## src/hdl/sepl_pkg.sv

```systemverilog
package sepl_pkg;

	typedef enum logic [1:0] {
		OP_TICK   = 2'd0,
		OP_APPEND = 2'd1,
		OP_CLEAR  = 2'd2,
		OP_NONE   = 2'd3
	} op_t;

	typedef enum logic [1:0] {
		ST_OK    = 2'd0,
		ST_FULL  = 2'd1,
		ST_ORDER = 2'd2
	} status_t;

	localparam int unsigned CFG_AW = 3;
	localparam int unsigned CFG_DW = 32;

	localparam logic [CFG_AW-1:0] CFG_ENABLE       = 3'd0;
	localparam logic [CFG_AW-1:0] CFG_LOOP_ENABLE  = 3'd1;
	localparam logic [CFG_AW-1:0] CFG_DELAY        = 3'd2;
	localparam logic [CFG_AW-1:0] CFG_GRID         = 3'd3;
	localparam logic [CFG_AW-1:0] CFG_END_PATTERN  = 3'd4;
	localparam logic [CFG_AW-1:0] CFG_START_OFFSET = 3'd5;

	typedef struct packed {
		op_t         op;
		logic [31:0] event_time;
		logic [15:0] neuron;
	} in_item_t;

	typedef struct packed {
		logic        spike_valid;
		logic [15:0] spike_neuron;
		logic        last;
		status_t     status;
	} out_item_t;

	typedef struct packed {
		logic [31:0] etime;
		logic [15:0] neuron;
	} event_t;

	typedef enum logic [2:0] {
		S_IDLE,
		S_EXEC,
		S_READ,
		S_CHECK,
		S_END,
		S_DIV,
		S_FIX,
		S_CLOSE
	} state_t;

	typedef struct packed {
		logic accept;
		logic exec;
		logic rd_first;
		logic emit;
		logic rd_next;
		logic zero_reset_at;
		logic div_start;
		logic fix;
		logic close;
	} cmd_t;

	typedef struct packed {
		logic is_tick;
		logic play_go;
		logic can_read;
		logic hit;
		logic next_ok;
		logic need_loop;
		logic end_reached;
		logic div_busy;
		logic out_free;
	} stat_t;

endpackage

```

## src/hdl/sepl_ctrl.sv

```systemverilog
module sepl_ctrl import sepl_pkg::*; (
	input  logic  clk,
	input  logic  arst_n,
	input  logic  in_valid,
	output logic  in_ready,
	input  stat_t stat,
	output cmd_t  cmd
);

	state_t state_q;
	state_t state_d;

	always_ff @(posedge clk or negedge arst_n) begin
		if (!arst_n) begin
			state_q <= S_IDLE;
		end else begin
			state_q <= state_d;
		end
	end

	always_comb begin
		state_d = state_q;
		case (state_q)
			S_IDLE: begin
				if (in_valid) begin
					state_d = S_EXEC;
				end
			end
			S_EXEC: begin
				state_d = (stat.is_tick && stat.play_go) ? S_READ : S_CLOSE;
			end
			S_READ: begin
				state_d = stat.can_read ? S_CHECK : S_END;
			end
			S_CHECK: begin
				if (!stat.hit) begin
					state_d = S_END;
				end else if (stat.out_free && !stat.next_ok) begin
					state_d = S_END;
				end
			end
			S_END: begin
				if (stat.need_loop && !stat.end_reached) begin
					state_d = S_DIV;
				end else begin
					state_d = S_CLOSE;
				end
			end
			S_DIV: begin
				if (!stat.div_busy) begin
					state_d = S_FIX;
				end
			end
			S_FIX: begin
				state_d = S_CLOSE;
			end
			S_CLOSE: begin
				if (stat.out_free) begin
					state_d = S_IDLE;
				end
			end
			default: state_d = S_IDLE;
		endcase
	end

	always_comb begin
		cmd      = '0;
		in_ready = 1'b0;
		case (state_q)
			S_IDLE: begin
				in_ready   = 1'b1;
				cmd.accept = in_valid;
			end
			S_EXEC: begin
				cmd.exec = 1'b1;
			end
			S_READ: begin
				cmd.rd_first = stat.can_read;
			end
			S_CHECK: begin
				// Emit the fetched event and fetch the following one in the same cycle.
				if (stat.hit && stat.out_free) begin
					cmd.emit    = 1'b1;
					cmd.rd_next = stat.next_ok;
				end
			end
			S_END: begin
				if (stat.need_loop) begin
					cmd.zero_reset_at = stat.end_reached;
					cmd.div_start     = !stat.end_reached;
				end
			end
			S_DIV: ;
			S_FIX: begin
				cmd.fix = 1'b1;
			end
			S_CLOSE: begin
				cmd.close = stat.out_free;
			end
			default: ;
		endcase
	end

endmodule

```

## config.mk

```make
export PLATFORM = sky130hd
export DESIGN_NAME = sepl_ctrl
export DESIGN_NICKNAME = d
export VERILOG_FILES = /design/src/hdl/sepl_pkg.sv /design/src/hdl/sepl_ctrl.sv
export SDC_FILE = /design/constraint.sdc
export NUM_CORES = 1
export LEC_CHECK = 0
export ABC_AREA = 1
export BUFFER_PORTS_ARGS = -buffer_cell sky130_fd_sc_hd__buf_2
export CAP_MARGIN = 10
export CORE_AREA = 10 10 47 49
export CTS_BUF_LIST = sky130_fd_sc_hd__clkbuf_8
export DETAILED_ROUTE_END_ITERATION = 16
export DIE_AREA = 0 0 57 59
export PLACE_DENSITY = 0.67
export SLEW_MARGIN = 0
export SYNTH_ARGS = -nofsm -noshare
export SYNTH_HDL_FRONTEND = slang
export SYNTH_SLANG_ARGS = --single-unit
```

## constraint.sdc

```tcl
create_clock -name clk -period 1.45 [get_ports clk]
set_input_delay 0.145 -clock clk [delete_from_list [all_inputs] [get_ports clk]]
set_output_delay 0.145 -clock clk [all_outputs]
set_load 0.01 [all_outputs]
```

==> flow_summary.yaml, run 1 <==
status:
  outcome: "complete, no violations"
hold_path:
  hold_class: "input pin to asynchronous set/reset pin"
detailed_routing:
  wire_per_inst_um: 10.1
  dr_wl_met3_um: 84
  drt_first_pass_iters: 3
  drc: 0
  postRouteAntennaNets: 0
  vias_per_cell: 4.59
  via_count: 491
  wl_met1_um: 471
  postRouteWirelength_um: 1090
  top_layer_used: "met4"
  wl_met2_um: 491
  drt_iter0_markers: 8
setup_path:
  r2r-end: "state_q[1]"
  path_class: "register to primary output"
  r2r_slack_ps: 260
  r2r_start: "state_q[2]"
  path_cells: "inv_4 > nand3_4 > nor4_1 > buf_2"
  cp_top_family: "flip-flops"
  critPathRequiredTime_ps: 1310
  crit_cells: 4
  critPathCaptureType: "primary output"
  reg2reg_depth: 8
  cp.arrival_ps: 1230
  slowest_stage: "dfrtp_2"
  max_stage_delay_ps: 450
  worstPathMaxFanout: 7
  worst_setup_path_start_kind: "register"
  crit_buf_inv: 2
clock_network:
  clk_path_buf_depth: 2
  ctsHtreeMaxLevel: 1
  clock_sinks: 3
  cts_tree: "yes"
  clock-root-buffer: "clkbuf_8"
  numCtsBuffers: 3
  clkTransAtPathRegs_ps: 30
  clk_latency_ps: 210
floorplanning:
  fp.dieArea_um2: 3360
  initial_utilization: 0.278
  dieWidth_um: 57
  core_region_area_um2: 1400
  design.portCount: 22
  die_y_um: 59
  rows: 14
place:
  gp_congestion: 0.825
  portBuffers: 21
  place_inst: 100
  place.detailed.hpwl_um: 913
grt:
  antenna_found_initial: 0
  grt_pass1_wl_um: 1950
  grtUsageTotal: 0.0701
  grt_max_degree: 10
  first_global_vias: 492
  grt_overflow: 0
logic_synthesis:
  synth_top_family_by_area: "simple AND/OR/NAND/NOR gates"
  synth_area_um2: 389
  ys_ff_latch: 3
  syn_inst: 65
  synth_xor_area_frac: 0
  synth.net_count: 77
  synthMuxAreaShare: 0
  synthSimpleGateAreaFrac: 0.624
  synthAdderAreaFrac: 0
  yosysWarnings: 0
  synth_compound_area_frac: 0
  postSynthAreaPerCell_um2: 5.99
  yosysUniqueCellTypes: 14
  ys_seq_area_frac: 0.193
sta:
  report.final.slew_viol_count: 0
  slew_headroom: 0.847
  tns_ps: 0
  period_needed_ps: 1380
  max_freq_ghz: 0.726
  worst_slew_pin_slew_ps: 227
  setup_viol: 0
  grt_setup_unrepaired: "false"
  skew_ps: 2.17
  hold_violations: 0
  period_share: 0.950
final_layout:
  largest_reg_flops: 3
  reg_top3: "state_q: 3 flops"
  diodes: 0
  drive_above_1_share: 0.407
  area_delta_synth_final_pct: 46.0
  final_cells: 107
  nNetsFinal: 104
  top_register: "state_q"
  fillers: 167
power:
  p_sw_w: 0.000550
  leakage_nw: 0.347
  p_int_w: 0.000593
  p_per_area_nw_per_um2: 2010
  seq_power_share: 0.238
  p_sw_frac: 0.481
  ir_drop_uv: 736
  power_frac_comb: 0.560
  clockPowerShare: 0.203
run:
  maxCapViolCount: 0
==> layer usage <==
metal  vias up  GRT usage
met3         4     0.0193
met4         0     0.0503
li1        258          -
met5         -          0
met1       210     0.0738
met2        19      0.118
==> cell families (layout without fill, tap and decap cells) <==
group	after synthesis	count (layout)
AND/OR/NAND/NOR	47	47
buffers and inverters	15	41
flip-flops	3	3
==> how the worst max path moves through the flow <==
stage	slack, ps	to	from
floorplan	290	cmd[4]	state_q[2]
global placement	220	state_q[2]	state_q[1]
detailed placement	180	state_q[1]	state_q[1]
CTS	6	cmd[4]	state_q[1]
global route	0.8	cmd[3]	state_q[0]
finish	70	cmd[4]	state_q[2]
==> Yosys cell counts <==
cell     instances  share of area
nor2_1           5          0.048
dfrtp_1          3           0.19
buf_6            2          0.058
nor2_4           3          0.087
nand2_2          1          0.016
nor3_1           5          0.064
nand3_1          9           0.12
nand2_1         19           0.18
inv_1           11           0.11
nand4_1          2          0.032
nand3_4          1          0.045
inv_2            2          0.019
nor4_1           1          0.016
nor2_2           1          0.016
==> metrics by stage <==
stage	hold WS [ps]	utilization	setup slack [ps]	power, W	area, µm²
6_report	259	0.405	72.8	0.00114	568
2_1_floorplan	-151	-	289	0.000752	389
3_3_place_gp	-58.5	0.351	223	0.000846	492
4_1_cts	254	0.392	6.38	0.00110	549
3_5_place_dp	-59.0	0.351	182	0.000855	492
5_1_grt	274	0.405	0.753	0.00127	568
==> layout make-up <==
type	count	area [µm²]	area share
Multi-Input combinational cell	47	243	0.427
Timing Repair Buffer	24	130	0.229
Sequential cell	3	78.8	0.139
Inverter	13	51.3	0.0903
Clock buffer	3	41.3	0.0727
Tap cell	16	20.0	0.0352
Clock inverter	1	3.75	0.00661
==> layout by cell type, fill, tap and decap left out <==
master         netlist  layout
buf_4                0       2
dlygate4sd3_1        0       1
clkbuf_8             0       3
nand2_2              1       1
inv_2                2       1
dfrtp_2              0       3
inv_4                0       1
nor2_1               5       5
nand4_1              2       2
nand2_1             19      19
nor3_1               5       5
nor2_4               3       3
inv_1               11      12
nor4_1               1       1
buf_2                0      21
nand3_4              1       1
nand3_1              9       9
nor2_2               1       1
==> power by group through the flow <==
stage               registers (W)  clock network (W)  logic, W
global placement         0.000260                  0  0.000586
CTS                      0.000265           0.000234  0.000600
finish                   0.000272           0.000232  0.000640
global route             0.000285           0.000245  0.000744
floorplan                0.000164                  0  0.000588
detailed placement       0.000261                  0  0.000594
==> worst reg2reg max path: cells and delay by family, from the launching register on <==
family | cells | cell delay, ps
DFF | 1 | 430
and+or+nand+nor | 5 | 310
buffers and inverters | 3 | 350
==> what timing repair did <==
item | CTS | global route
cloned | 0 | 0
hold buffers | 1 | 0
buffers inserted | 0 | 2
endpoints found under the hold margin | 3 | 0
setup endpoints to repair | 1 | 7
resized for setup | 1 | 3
(Power assumes the default switching activity.)
==> inputs of run 2 (changes only) <==
- ABC_CLOCK_PERIOD_IN_PS: not set -> 1450
- CORE_AREA: 10 10 47 49 -> 2 2 39 41
- CTS_BUF_LIST: sky130_fd_sc_hd__clkbuf_8 -> not set
- DIE_AREA: 0 0 57 59 -> 0 0 41 43
==> run 2 against run 1 <==
Effect of this change:
- clock skew is 2.2 ps higher
- combinational power is 4.7% higher
- cell area is 3.5% lower
- largest power group unchanged
- highest routed layer is now met3
==> flow_summary.yaml, run 2 (synthesis gave the netlist of run 1 again) <==
setup_path:
  r2r-end: "state_q[2]"
  critPathCaptureType: "primary output"
  worstPathMaxFanout: 9
  worst_setup_path_start_kind: "register"
  critPathRequiredTime_ps: 1310
  cp-endpoint: "cmd[2]"
  reg2reg_depth: 7
  cp.arrival_ps: 1210
  r2r_slack_ps: 230
  r2r_start: "state_q[0]"
  crit_start: "state_q[1]"
  path_class: "register to primary output"
floorplanning:
  core_region_area_um2: 1380
  dieWidth_um: 41
  die_y_um: 43
  design.portCount: 22
  rows: 14
  fp.dieArea_um2: 1760
  initial_utilization: 0.281
sta:
  hold_violations: 0
  max_freq_ghz: 0.736
  worst_slew_pin_slew_ps: 216
  setup_viol: 0
  period_share: 0.937
  tns_ps: 0
  period_needed_ps: 1360
  grt_setup_unrepaired: "false"
  report.final.slew_viol_count: 0
  slew_headroom: 0.854
  hold_ws_ps: 234
  skew_ps: 4.41
place:
  place.detailed.hpwl_um: 728
  gp_congestion: 0.831
  place_inst: 101
  portBuffers: 21
final_layout:
  final_cell_mix: "buf_2, nand2_1, inv_1, nand3_1"
  final_common_cell: "buf_2"
  drive_above_1_share: 0.396
  reg_top3: "state_q: 3 flops"
  postLayoutCoreUtil: 0.396
  diodes: 0
  final_cells: 107
  top_register: "state_q"
  area_delta_synth_final_pct: 40.8
  largest_reg_flops: 3
  nNetsFinal: 104
clock_network:
  ctsHtreeMaxLevel: 1
  numCtsBuffers: 3
  clkTransAtPathRegs_ps: 40
  clk_path_buf_depth: 2
  clock_sinks: 3
  cts_tree: "yes"
  clock-root-buffer: "clkbuf_4"
  clk_latency_ps: 230
detailed_routing:
  postRouteAntennaNets: 0
  wire_per_inst_um: 8.35
  via_count: 488
  drc: 0
  vias_per_cell: 4.56
  postRouteWirelength_um: 893
  drt_iter0_markers: 19
  drt_first_pass_iters: 4
grt:
  antenna_found_initial: 0
  grt_pass1_wl_um: 1360
  first_global_vias: 370
  grt_overflow: 0
  grt_max_degree: 10
  grtUsageTotal: 0.114
power:
  leakage_nw: 0.336
  p_per_area_nw_per_um2: 1920
  ir_drop_uv: 628
status:
  outcome: "complete, no violations"
hold_path:
  hold_class: "input pin to asynchronous set/reset pin"
run:
  maxCapViolCount: 0
run 2: cell types whose count changed in the layout (fill, tap and decap cells not counted), sizes merged:
| cell | previous run | this run |
|---|---|---|
| clkbuf | 3 | 4 |
| inv | 14 | 13 |
run 2: worst max-delay path, stage by stage (launching register included):
cell and delay [ps]:
dfrtp_2 480, nor2_4 140, nand2_1 80, nor3_1 130
buf_2 160
run 2: cell type report:
type | instances | area (µm²)
Multi-Input combinational cell | 47 | 243
Tap cell | 16 | 20.0
Inverter | 13 | 51.3
Fill cell | 151 | 836
Timing Repair Buffer | 24 | 130
Clock buffer | 4 | 26.3
Sequential cell | 3 | 77.6
run 2: routing by layer:
layer / track usage / part of all wire / vias up
li1: - / - / 257
met1: 0.136 / 0.45 / 211
met2: 0.166 / 0.49 / 20
met3: 0.0314 / 0.058 / 0
met4: 0.0800 / 0 / 0
met5: 0 / 0 / -
run 2: what timing repair did:
| item | 4_1_cts | 5_1_grt |
|---|---|---|
| hold buffers | 1 | 0 |
| resized for setup | 1 | 2 |
| endpoints found under the setup margin | 2 | 5 |
| endpoints found under the hold margin | 3 | 0 |
| buffers inserted | 0 | 1 |
run 2: worst min path at each step:
stage,start,endpoint,slack [ps],cells past startpoint
after floorplan,arst_n,state_q[0],-150,0
after global placement,arst_n,state_q[2],-60,1
after detailed placement,arst_n,state_q[2],-60,1
after CTS,arst_n,state_q[1],230,2
after global routing,arst_n,state_q[0],240,2
final,arst_n,state_q[0],230,2
run 2: power breakdown:
| part | leakage [nW] | switching [W] | internal [W] |
|---|---|---|---|
| logic | 0.288 | 0.000397 | 0.000273 |
| clock network | 0.0150 | 0.0000414 | 0.000103 |
| registers | 0.0331 | 0.0000986 | 0.000139 |
run 2: per-stage QoR:
stage	setup WS (ps)	total power, W	instance area [µm²]
after floorplan	289	0.000752	389
after global placement	221	0.000862	499
after detailed placement	197	0.000871	499
after CTS	5.94	0.00103	537
after global routing	9.70	0.00115	548
final	90.8	0.00105	548
